File: src/rtl/ltc_pkg.sv
`timescale 1ns / 1ps
package ltc_pkg;

  // opcodes
  localparam logic [1:0] OP_ADD     = 2'd0;
  localparam logic [1:0] OP_FINISH  = 2'd1;
  localparam logic [1:0] OP_RESTART = 2'd2;

  // token kinds
  localparam logic [2:0] KIND_EMPTY  = 3'd0;
  localparam logic [2:0] KIND_SPACES = 3'd1;
  localparam logic [2:0] KIND_WORD   = 3'd2;
  localparam logic [2:0] KIND_STRING = 3'd3;
  localparam logic [2:0] KIND_SIGN   = 3'd4;
  localparam logic [2:0] KIND_LINE   = 3'd5;
  localparam logic [2:0] KIND_BLOCK  = 3'd6;

  // token status
  localparam logic [1:0] STAT_PROGRESS = 2'd0;
  localparam logic [1:0] STAT_DONE     = 2'd1;
  localparam logic [1:0] STAT_FAILED   = 2'd2;

  // first character of a sign, reduced to what pairing needs
  localparam logic [2:0] SF_OTHER = 3'd0;
  localparam logic [2:0] SF_EQ    = 3'd1;  // = ! > <
  localparam logic [2:0] SF_BAR   = 3'd2;
  localparam logic [2:0] SF_AMP   = 3'd3;
  localparam logic [2:0] SF_SLASH = 3'd4;

  localparam logic [7:0] CH_UNDERSCORE = 8'h5F;
  localparam logic [7:0] CH_SLASH      = 8'h2F;
  localparam logic [7:0] CH_STAR       = 8'h2A;
  localparam logic [7:0] CH_EQUAL      = 8'h3D;
  localparam logic [7:0] CH_BANG       = 8'h21;
  localparam logic [7:0] CH_GREATER    = 8'h3E;
  localparam logic [7:0] CH_LESS       = 8'h3C;
  localparam logic [7:0] CH_BAR        = 8'h7C;
  localparam logic [7:0] CH_AMP        = 8'h26;
  localparam logic [7:0] CH_QUOTE      = 8'h22;
  localparam logic [7:0] CH_SPACE      = 8'h20;
  localparam logic [7:0] CH_TAB        = 8'h09;
  localparam logic [7:0] CH_CR         = 8'h0D;
  localparam logic [7:0] CH_LF         = 8'h0A;
  localparam logic [7:0] CH_0          = 8'h30;
  localparam logic [7:0] CH_9          = 8'h39;
  localparam logic [7:0] CH_LA         = 8'h61;
  localparam logic [7:0] CH_LZ         = 8'h7A;
  localparam logic [7:0] CH_UA         = 8'h41;
  localparam logic [7:0] CH_UZ         = 8'h5A;

  typedef struct packed {
    logic       is_space;
    logic       is_word;
    logic       is_quote;
    logic       is_slash;
    logic       is_star;
    logic       is_equal;
    logic       is_bar;
    logic       is_amp;
    logic       is_newline;
    logic [2:0] sign_code;
  } ltc_class_t;

  typedef struct packed {
    logic [1:0] op;
    ltc_class_t cls;
  } ltc_item_t;

  // first member in the highest bits, so accepted lands in bit 0
  typedef struct packed {
    logic [1:0] token_status;
    logic [2:0] token_kind;
    logic       drop_last;
    logic       clear_text;
    logic       append_char;
    logic       accepted;
  } ltc_result_t;

  localparam int unsigned ResultW = $bits(ltc_result_t);

endpackage

File: src/rtl/ltc_front.sv
`timescale 1ns / 1ps
module ltc_front (
  input  logic [1:0]        opcode_i,
  input  logic [7:0]        char_i,
  output ltc_pkg::ltc_item_t item_o
);
  import ltc_pkg::*;

  logic is_eq_lead;

  always_comb begin
    item_o.op             = opcode_i;
    item_o.cls.is_space   = (char_i == CH_SPACE) || (char_i == CH_TAB) ||
                            (char_i == CH_CR) || (char_i == CH_LF);
    item_o.cls.is_word    = ((char_i >= CH_0) && (char_i <= CH_9)) ||
                            ((char_i >= CH_LA) && (char_i <= CH_LZ)) ||
                            ((char_i >= CH_UA) && (char_i <= CH_UZ)) ||
                            (char_i == CH_UNDERSCORE);
    item_o.cls.is_quote   = (char_i == CH_QUOTE);
    item_o.cls.is_slash   = (char_i == CH_SLASH);
    item_o.cls.is_star    = (char_i == CH_STAR);
    item_o.cls.is_equal   = (char_i == CH_EQUAL);
    item_o.cls.is_bar     = (char_i == CH_BAR);
    item_o.cls.is_amp     = (char_i == CH_AMP);
    item_o.cls.is_newline = (char_i == CH_LF);
    is_eq_lead = (char_i == CH_EQUAL) || (char_i == CH_BANG) ||
                 (char_i == CH_GREATER) || (char_i == CH_LESS);
    priority if (is_eq_lead) begin
      item_o.cls.sign_code = SF_EQ;
    end else if (char_i == CH_BAR) begin
      item_o.cls.sign_code = SF_BAR;
    end else if (char_i == CH_AMP) begin
      item_o.cls.sign_code = SF_AMP;
    end else if (char_i == CH_SLASH) begin
      item_o.cls.sign_code = SF_SLASH;
    end else begin
      item_o.cls.sign_code = SF_OTHER;
    end
  end

endmodule

File: src/rtl/ltc_fifo.sv
`timescale 1ns / 1ps
module ltc_fifo #(
  parameter int unsigned DEPTH = 2
) (
  input  logic               clk_i,
  input  logic               rst_ni,
  input  logic               push_i,
  input  ltc_pkg::ltc_item_t push_item_i,
  output logic               full_o,
  input  logic               pop_i,
  output logic               valid_o,
  output ltc_pkg::ltc_item_t pop_item_o
);
  import ltc_pkg::*;

  localparam int unsigned AW = (DEPTH > 1) ? $clog2(DEPTH) : 1;
  localparam int unsigned CW = $clog2(DEPTH + 1);
  localparam logic [AW-1:0] LastPtr = AW'(DEPTH - 1);
  localparam logic [CW-1:0] FullCnt = CW'(DEPTH);

  ltc_item_t         mem_q [DEPTH];
  logic [AW-1:0]     wr_ptr_q, wr_ptr_d;
  logic [AW-1:0]     rd_ptr_q, rd_ptr_d;
  logic [CW-1:0]     cnt_q, cnt_d;
  logic              do_push, do_pop;

  assign full_o     = (cnt_q == FullCnt);
  assign valid_o    = (cnt_q != '0);
  assign pop_item_o = mem_q[rd_ptr_q];
  assign do_push    = push_i && !full_o;
  assign do_pop     = pop_i && valid_o;

  always_comb begin
    wr_ptr_d = wr_ptr_q;
    rd_ptr_d = rd_ptr_q;
    cnt_d    = cnt_q;
    if (do_push) begin
      wr_ptr_d = (wr_ptr_q == LastPtr) ? '0 : wr_ptr_q + AW'(1);
    end
    if (do_pop) begin
      rd_ptr_d = (rd_ptr_q == LastPtr) ? '0 : rd_ptr_q + AW'(1);
    end
    if (do_push && !do_pop) begin
      cnt_d = cnt_q + CW'(1);
    end else if (do_pop && !do_push) begin
      cnt_d = cnt_q - CW'(1);
    end
  end

  always_ff @(posedge clk_i or negedge rst_ni) begin
    if (!rst_ni) begin
      wr_ptr_q <= '0;
      rd_ptr_q <= '0;
      cnt_q    <= '0;
    end else begin
      wr_ptr_q <= wr_ptr_d;
      rd_ptr_q <= rd_ptr_d;
      cnt_q    <= cnt_d;
    end
  end

  always_ff @(posedge clk_i) begin
    if (do_push) begin
      mem_q[wr_ptr_q] <= push_item_i;
    end
  end

endmodule

File: src/rtl/ltc_back.sv
`timescale 1ns / 1ps
module ltc_back (
  input  logic                 clk_i,
  input  logic                 rst_ni,
  input  logic                 valid_i,
  input  ltc_pkg::ltc_item_t   item_i,
  output logic                 pop_o,
  output logic                 out_valid_o,
  input  logic                 out_ready_i,
  output ltc_pkg::ltc_result_t result_o
);
  import ltc_pkg::*;

  logic [2:0]  kind_q, kind_d;
  logic [1:0]  status_q, status_d;
  logic [2:0]  sign_q, sign_d;
  logic        star_q, star_d;
  logic        out_valid_q;
  ltc_result_t res_q, res_d;
  logic        acc, app, clr, drop;
  ltc_class_t  cls;

  assign cls         = item_i.cls;
  assign pop_o       = valid_i && (!out_valid_q || out_ready_i);
  assign out_valid_o = out_valid_q;
  assign result_o    = res_q;

  always_comb begin
    kind_d   = kind_q;
    status_d = status_q;
    sign_d   = sign_q;
    star_d   = star_q;
    acc      = 1'b0;
    app      = 1'b0;
    clr      = 1'b0;
    drop     = 1'b0;
    if (item_i.op == OP_RESTART) begin
      kind_d   = KIND_EMPTY;
      status_d = STAT_PROGRESS;
      sign_d   = SF_OTHER;
      star_d   = 1'b0;
      clr      = 1'b1;
    end else if ((item_i.op == OP_FINISH) && (status_q == STAT_PROGRESS)) begin
      if ((kind_q == KIND_EMPTY) || (kind_q == KIND_STRING) || (kind_q == KIND_BLOCK)) begin
        status_d = STAT_FAILED;
      end else if (kind_q <= KIND_BLOCK) begin
        status_d = STAT_DONE;
      end
    end else if ((item_i.op == OP_ADD) && (status_q == STAT_PROGRESS)) begin
      unique case (kind_q)
        KIND_EMPTY: begin
          acc = 1'b1;
          clr = 1'b1;
          priority if (cls.is_space) begin
            kind_d = KIND_SPACES;
            app    = 1'b1;
          end else if (cls.is_word) begin
            kind_d = KIND_WORD;
            app    = 1'b1;
          end else if (cls.is_quote) begin
            kind_d = KIND_STRING;
          end else begin
            kind_d = KIND_SIGN;
            sign_d = cls.sign_code;
            app    = 1'b1;
          end
        end
        KIND_SPACES: begin
          if (cls.is_space) begin
            acc = 1'b1;
            app = 1'b1;
          end else begin
            status_d = STAT_DONE;
          end
        end
        KIND_WORD: begin
          if (cls.is_word) begin
            acc = 1'b1;
            app = 1'b1;
          end else begin
            status_d = STAT_DONE;
          end
        end
        KIND_STRING: begin
          acc = 1'b1;
          if (cls.is_quote) begin
            status_d = STAT_DONE;
          end else begin
            app = 1'b1;
          end
        end
        KIND_SIGN: begin
          priority if ((sign_q == SF_SLASH) && cls.is_slash) begin
            acc    = 1'b1;
            clr    = 1'b1;
            kind_d = KIND_LINE;
          end else if ((sign_q == SF_SLASH) && cls.is_star) begin
            acc    = 1'b1;
            clr    = 1'b1;
            kind_d = KIND_BLOCK;
            star_d = 1'b0;
          end else if (((sign_q == SF_EQ) && cls.is_equal) ||
                       ((sign_q == SF_BAR) && cls.is_bar) ||
                       ((sign_q == SF_AMP) && cls.is_amp)) begin
            acc      = 1'b1;
            app      = 1'b1;
            status_d = STAT_DONE;
          end else begin
            status_d = STAT_DONE;
          end
        end
        KIND_LINE: begin
          if (cls.is_newline) begin
            status_d = STAT_DONE;
          end else begin
            acc = 1'b1;
            app = 1'b1;
          end
        end
        KIND_BLOCK: begin
          acc = 1'b1;
          if (cls.is_slash && star_q) begin
            drop     = 1'b1;
            star_d   = 1'b0;
            status_d = STAT_DONE;
          end else begin
            app    = 1'b1;
            star_d = cls.is_star;
          end
        end
        default: begin
        end
      endcase
    end
    res_d.accepted     = acc;
    res_d.append_char  = app;
    res_d.clear_text   = clr;
    res_d.drop_last    = drop;
    res_d.token_kind   = kind_d;
    res_d.token_status = status_d;
  end

  always_ff @(posedge clk_i or negedge rst_ni) begin
    if (!rst_ni) begin
      kind_q      <= KIND_EMPTY;
      status_q    <= STAT_PROGRESS;
      sign_q      <= SF_OTHER;
      star_q      <= 1'b0;
      out_valid_q <= 1'b0;
    end else begin
      if (pop_o) begin
        kind_q   <= kind_d;
        status_q <= status_d;
        sign_q   <= sign_d;
        star_q   <= star_d;
      end
      if (pop_o) begin
        out_valid_q <= 1'b1;
      end else if (out_ready_i) begin
        out_valid_q <= 1'b0;
      end
    end
  end

  always_ff @(posedge clk_i) begin
    if (pop_o) begin
      res_q <= res_d;
    end
  end

endmodule

File: src/rtl/lexer_token_classifier_unit.sv
`timescale 1ns / 1ps
// A word accepted on the slave side is written into the input queue at the accepting edge, then its
// state update is registered into the output register, from which it is offered on the master side.
// Throughput: one word per cycle while the master side does not stall.
// The input queue absorbs up to FIFO_DEPTH words while the master side stalls.
// Reset (rst_ni low, asynchronous): empty token in progress, queue and output cleared.
module lexer_token_classifier_unit #(
  parameter int unsigned FIFO_DEPTH = 2
) (
  input  logic        clk_i,
  input  logic        rst_ni,
  input  logic        s_tvalid_i,
  output logic        s_tready_o,
  input  logic [7:0]  s_tdata_i,   // [7:0] char_in
  input  logic [1:0]  s_tuser_i,   // [1:0] opcode
  output logic        m_tvalid_o,
  input  logic        m_tready_i,
  output logic [15:0] m_tdata_o    // [0] accepted, [1] append_char, [2] clear_text,
                                   // [3] drop_last, [6:4] token_kind, [8:7] token_status
);
  import ltc_pkg::*;

  ltc_item_t   in_item;
  ltc_item_t   q_item;
  logic        q_full;
  logic        q_valid;
  logic        q_pop;
  ltc_result_t result;

  ltc_front u_front (
    .opcode_i (s_tuser_i),
    .char_i   (s_tdata_i),
    .item_o   (in_item)
  );

  ltc_fifo #(
    .DEPTH (FIFO_DEPTH)
  ) u_fifo (
    .clk_i       (clk_i),
    .rst_ni      (rst_ni),
    .push_i      (s_tvalid_i),
    .push_item_i (in_item),
    .full_o      (q_full),
    .pop_i       (q_pop),
    .valid_o     (q_valid),
    .pop_item_o  (q_item)
  );

  ltc_back u_back (
    .clk_i       (clk_i),
    .rst_ni      (rst_ni),
    .valid_i     (q_valid),
    .item_i      (q_item),
    .pop_o       (q_pop),
    .out_valid_o (m_tvalid_o),
    .out_ready_i (m_tready_i),
    .result_o    (result)
  );

  assign s_tready_o = !q_full;
  assign m_tdata_o  = {(16 - ResultW)'(0), result};

  // closing a block comment always takes the slash and completes it
  assert property (@(posedge clk_i) disable iff (!rst_ni)
    m_tvalid_o && result.drop_last |->
      result.accepted && (result.token_kind == KIND_BLOCK) &&
      (result.token_status == STAT_DONE))
    else $error("drop_last outside a closing block comment");

  assert property (@(posedge clk_i) disable iff (!rst_ni)
    m_tvalid_o && result.append_char |-> result.accepted)
    else $error("append without accept");

  // a clear without accept only comes from a restart
  assert property (@(posedge clk_i) disable iff (!rst_ni)
    m_tvalid_o && result.clear_text && !result.accepted |->
      (result.token_kind == KIND_EMPTY) && (result.token_status == STAT_PROGRESS))
    else $error("clear without accept outside restart");

  // a pop only happens from a non-empty queue
  assert property (@(posedge clk_i) disable iff (!rst_ni)
    q_pop |-> q_valid)
    else $error("pop from empty queue");

endmodule
File: config.mk
export PLATFORM = sky130hd
export DESIGN_NAME = lexer_token_classifier_unit
export DESIGN_NICKNAME = d
export VERILOG_FILES = /design/src/rtl/ltc_pkg.sv /design/src/rtl/ltc_front.sv /design/src/rtl/ltc_fifo.sv /design/src/rtl/ltc_back.sv /design/src/rtl/lexer_token_classifier_unit.sv
export SDC_FILE = /design/constraint.sdc
export NUM_CORES = 1
export LEC_CHECK = 0
export BUFFER_PORTS_ARGS = -buffer_cell sky130_fd_sc_hd__buf_2
export CAP_MARGIN = 10
export CORE_UTILIZATION = 54
export CTS_BUF_LIST = sky130_fd_sc_hd__clkbuf_2 sky130_fd_sc_hd__clkbuf_4 sky130_fd_sc_hd__clkbuf_8
export CTS_CLUSTER_DIAMETER = 200
export CTS_CLUSTER_SIZE = 30
export DETAILED_ROUTE_END_ITERATION = 7
export GPL_TIMING_DRIVEN = 0
export HOLD_SLACK_MARGIN = 0.02
export PLACE_DENSITY = 0.8
export SLEW_MARGIN = 20
export SYNTH_ARGS = -nofsm -noshare
export SYNTH_HDL_FRONTEND = slang
export SYNTH_SLANG_ARGS = --single-unit
File: constraint.sdc
create_clock -name clk_i -period 2.3 [get_ports clk_i]
set_input_delay 0.69 -clock clk_i [delete_from_list [all_inputs] [get_ports clk_i]]
set_output_delay 0.69 -clock clk_i [all_outputs]
set_load 0.01 [all_outputs]
==> impl_metrics.sql <==
INSERT INTO impl_metrics (metric_group, metric, value, unit) VALUES
('run_status', 'outcome', 'complete, but fails checks', ''),
('run_status', 'failed_checks', 'negative setup slack', ''),
('timing', 'setup-violations-final', '1', ''),
('worst_setup_path', 'timing.critical_path.cells', 'mux2_4, or4_4, or3_1, or3_1, a21oi_1', ''),
('pwr', 'part_of_the_power_in_the_clock_network', '16.3', '%'),
('timing', 'timing.final.max_slew_violations', '0', ''),
('placement', 'pre_cts_ws', '-0.2951', 'ns'),
('worst_setup_path', 'max_stage_delay', '0.53', 'ns'),
('floorplanning', 'initial_utilization', '57.10', '%'),
('timing', 'highest_attainable_clock_frequency', '0.4341', 'GHz'),
('cells_and_area', 'layout-area-overhead-vs-synth', '13.05', '%'),
('global_route', 'global_route.overflow_total', '0', ''),
('worst_setup_path', 'worst_path_most_repeated_cell', 'sky130_fd_sc_hd__or3_1', ''),
('drt', 'final_antenna_net_count', '0', ''),
('floorplanning', 'core_region_area', '4786', 'um2'),
('worst_setup_path', 'cp-startpoint', 'u_fifo.rd_ptr_q', ''),
('clock_tree', 'cts-buffers-inserted', '5', ''),
('worst_setup_path', 'critPathArrivalTime', '2.47', 'ns'),
('drt', 'num_vias', '2111', ''),
('global_route', 'grt_max_degree', '16', ''),
('min_path', 'hold_path.class', 'in2async', ''),
('drt', 'vias_per_cell', '5.930', ''),
('flow_run', 'max_cap_violations', '0', ''),
('global_route', 'grtUsageTotal', '23.68', '%'),
('timing', 'worst_clock_skew', '0.004908', 'ns'),
('logic_synthesis', 'yosys.area.top_type', 'sky130_fd_sc_hd__edfxtp_1', ''),
('placement', 'globalplace.congestion', '0.8776', ''),
('cells_and_area', 'commonest_cells_after_routing_fill_and_taps_aside', '37 x sky130_fd_sc_hd__edfxtp_1, 23 x sky130_fd_sc_hd__buf_2, 22 x sky130_fd_sc_hd__nand2_1', ''),
('clock_tree', 'cts_max_level', '2', ''),
('worst_setup_path', 'cp_max_stage_cell', 'sky130_fd_sc_hd__or4_4', ''),
('pwr', 'power.density_cell_area', '1220', 'nW/um2'),
('logic_synthesis', 'postSynthAreaPerCell', '10.89', 'um2'),
('pwr', 'power_switching', '1.444', 'mW'),
('pwr', 'netSwitchingFraction', '38.31', '%'),
('logic_synthesis', 'netlist_instances', '251', ''),
('clock_tree', 'numClockSinks', '51', ''),
('pwr', 'pwr-share-seq', '39.9', '%'),
('drt', 'drc', '0', ''),
('timing', 'max_slew_margin', '50.08', '%'),
('timing', 'post_route_worst_setup_slack', '-0.003513', 'ns'),
('cells_and_area', 'antenna_cells_inserted', '0', ''),
('worst_setup_path', 'timing.critical_path.to_type', 'register', ''),
('logic_synthesis', 'synth-edff-count', '37', ''),
('timing', 'rsz0062_at_grt', 'true', ''),
('cells_and_area', 'num-fill-cells', '377', ''),
('worst_setup_path', 'critical_path.startpoint_type', 'register', ''),
('timing', 'final_min_period_over_clock_period', '100.2', '%'),
('cells_and_area', 'most_common_cell_after_layout_fill_and_taps_aside', 'sky130_fd_sc_hd__edfxtp_1', ''),
('global_route', 'antenna_found_initial', '0', ''),
('pwr', 'p_total', '3.769', 'mW'),
('worst_setup_path', 'ff2ff_path_depth', '5', ''),
('clock_tree', 'clk_pin_slew', '0.09', 'ns'),
('global_route', 'grt_first_pass_wirelength', '9.390', 'mm'),
('placement', 'post-dp-hpwl', '4.050', 'mm'),
('logic_synthesis', 'post_synth_num_cell_types', '59', ''),
('clock_tree', 'root_buffer_master', 'sky130_fd_sc_hd__clkbuf_8', ''),
('clock_tree', 'max-clock-path-buffers', '2', ''),
('pwr', 'cellInternalPower', '2.325', 'mW'),
('timing', 'measured_slew_at_the_worst_slew_check_pin', '0.7419', 'ns'),
('drt', 'postRouteWirelength', '5.691', 'mm'),
('pwr', 'max-vdd-ir-drop', '0.4757', 'mV'),
('global_route', 'via_count_of_the_first_global_routing_pass', '1957', ''),
('worst_setup_path', 'path_delay_family', 'simple AND/OR/NAND/NOR gates', ''),
('timing', 'final_period_minus_worst_setup_slack', '2.304', 'ns'),
('clock_tree', 'cts_hold_buffers', '0', ''),
('timing', 'finalHoldViolCount', '0', ''),
('floorplanning', 'chipWidth', '73.14', 'um'),
('placement', 'io_buffers', '22', ''),
('logic_synthesis', 'synth_area', '2733', 'um2'),
('floorplanning', 'placementRows', '25', ''),
('cells_and_area', 'drive_above_1_share', '19.72', '%');
-- path summary, 6_finish.rpt --
kind / to / slack [ns]
min in group clk_i: u_fifo.wr_ptr_q / 0.51
worst max-delay path: u_back.result_o[6] / -0.004
worst min-delay path: u_back.star_q / 0.26
max in group asynchronous: u_fifo.rd_ptr_q / 1.77
worst max register to register: u_back.result_o[6] / -0.004
worst min register to register: u_fifo.wr_ptr_q / 0.51
-- power groups by stage --
stage / registers (mW) / logic [mW] / clock network (mW)
finish: 1.51 / 1.65 / 0.613
global route: 1.54 / 1.82 / 0.650
CTS: 1.50 / 1.59 / 0.617
detailed placement: 1.52 / 1.57 / 0
global placement: 1.51 / 1.55 / 0
floorplan: 1.53 / 1.14 / 0
-- final cells by class --
type / instances / area (um2) / share of cell area [%]
clock buffer: 5 / 68.82 / 2.228
timing repair buffer: 25 / 132.6 / 4.293
sequential: 51 / 1463 / 47.35
inverter: 10 / 37.54 / 1.215
tap: 67 / 83.83 / 2.714
clock inverter: 3 / 38.79 / 1.256
buffer: 19 / 102.6 / 3.321
multi-input combinational: 176 / 1162 / 37.63
-- repair_timing --
action | CTS | global route
setup buffers | 1 | 2
pin swaps | 0 | 1
resized for setup | 2 | 3
endpoints found under the setup margin | 5 | 6
-- kinds of logic (layout without fill, tap and decap cells) --
family                   after synthesis  in the layout  synth area share (%)
AO/OA/AOI/OAI                         65             65                 16.67
XOR/XNOR                               6              6                 1.923
adder cells (fa/ha/maj)                1              1                0.4578
buffers and inverters                 30             62                 5.449
flip-flops                            51             51                 53.48
multiplexers                          13             13                 6.089
other                                  1              7                0.1372
AND/OR/NAND/NOR                       84             84                 15.80
-- flip-flops by register name (all words and copies together), names as in the netlist --
register,flops
u_fifo.mem_q,28
u_fifo.rd_ptr_q,1
u_back.out_valid_o,1
u_back.sign_q,3
u_back.star_q,1
u_back.result_o,9
u_back.status_q,2
u_fifo.wr_ptr_q,1
u_back.kind_q,3
u_fifo.cnt_q,2
-- per-layer routing --
layer	share of wire [%]	vias to the layer above	global-route usage, %
li1	-	1017	-
met1	43	989	28.12
met2	50	86	40.53
met3	4.7	19	5.525
met4	2.6	0	11.11
met5	0	-	0
-- cell usage after synthesis, types with 5 or more instances --
master and instances:
sky130_fd_sc_hd__nor4_1 9, sky130_fd_sc_hd__edfxtp_1 37, sky130_fd_sc_hd__nor2_1 15, sky130_fd_sc_hd__o21ai_0 12, sky130_fd_sc_hd__mux2i_1 5, sky130_fd_sc_hd__nand2b_1 6, sky130_fd_sc_hd__nand2_1 22, sky130_fd_sc_hd__inv_1 9
sky130_fd_sc_hd__dfrtp_1 14, sky130_fd_sc_hd__clkbuf_1 10, sky130_fd_sc_hd__nor3_1 7, sky130_fd_sc_hd__buf_4 7, sky130_fd_sc_hd__a21oi_1 13, sky130_fd_sc_hd__mux2_2 5, sky130_fd_sc_hd__nand3_1 7
-- per-stage QoR --
step / instance area [um2] / cells / TNS [ns] / hold slack, ns
6_report: 3089 / 356 / -0.003513 / 0.2627
5_1_grt: 3089 / 356 / -0.1730 / 0.2801
4_1_cts: 3060 / 354 / 0 / 0.2801
3_5_place_dp: 2952 / 346 / -1.488 / 0.4885
3_3_place_gp: 2949 / 346 / -1.222 / 0.4763
2_1_floorplan: 2755 / 257 / 0 / 0.3944
Note: power is estimated with default switching activity, not from simulation.
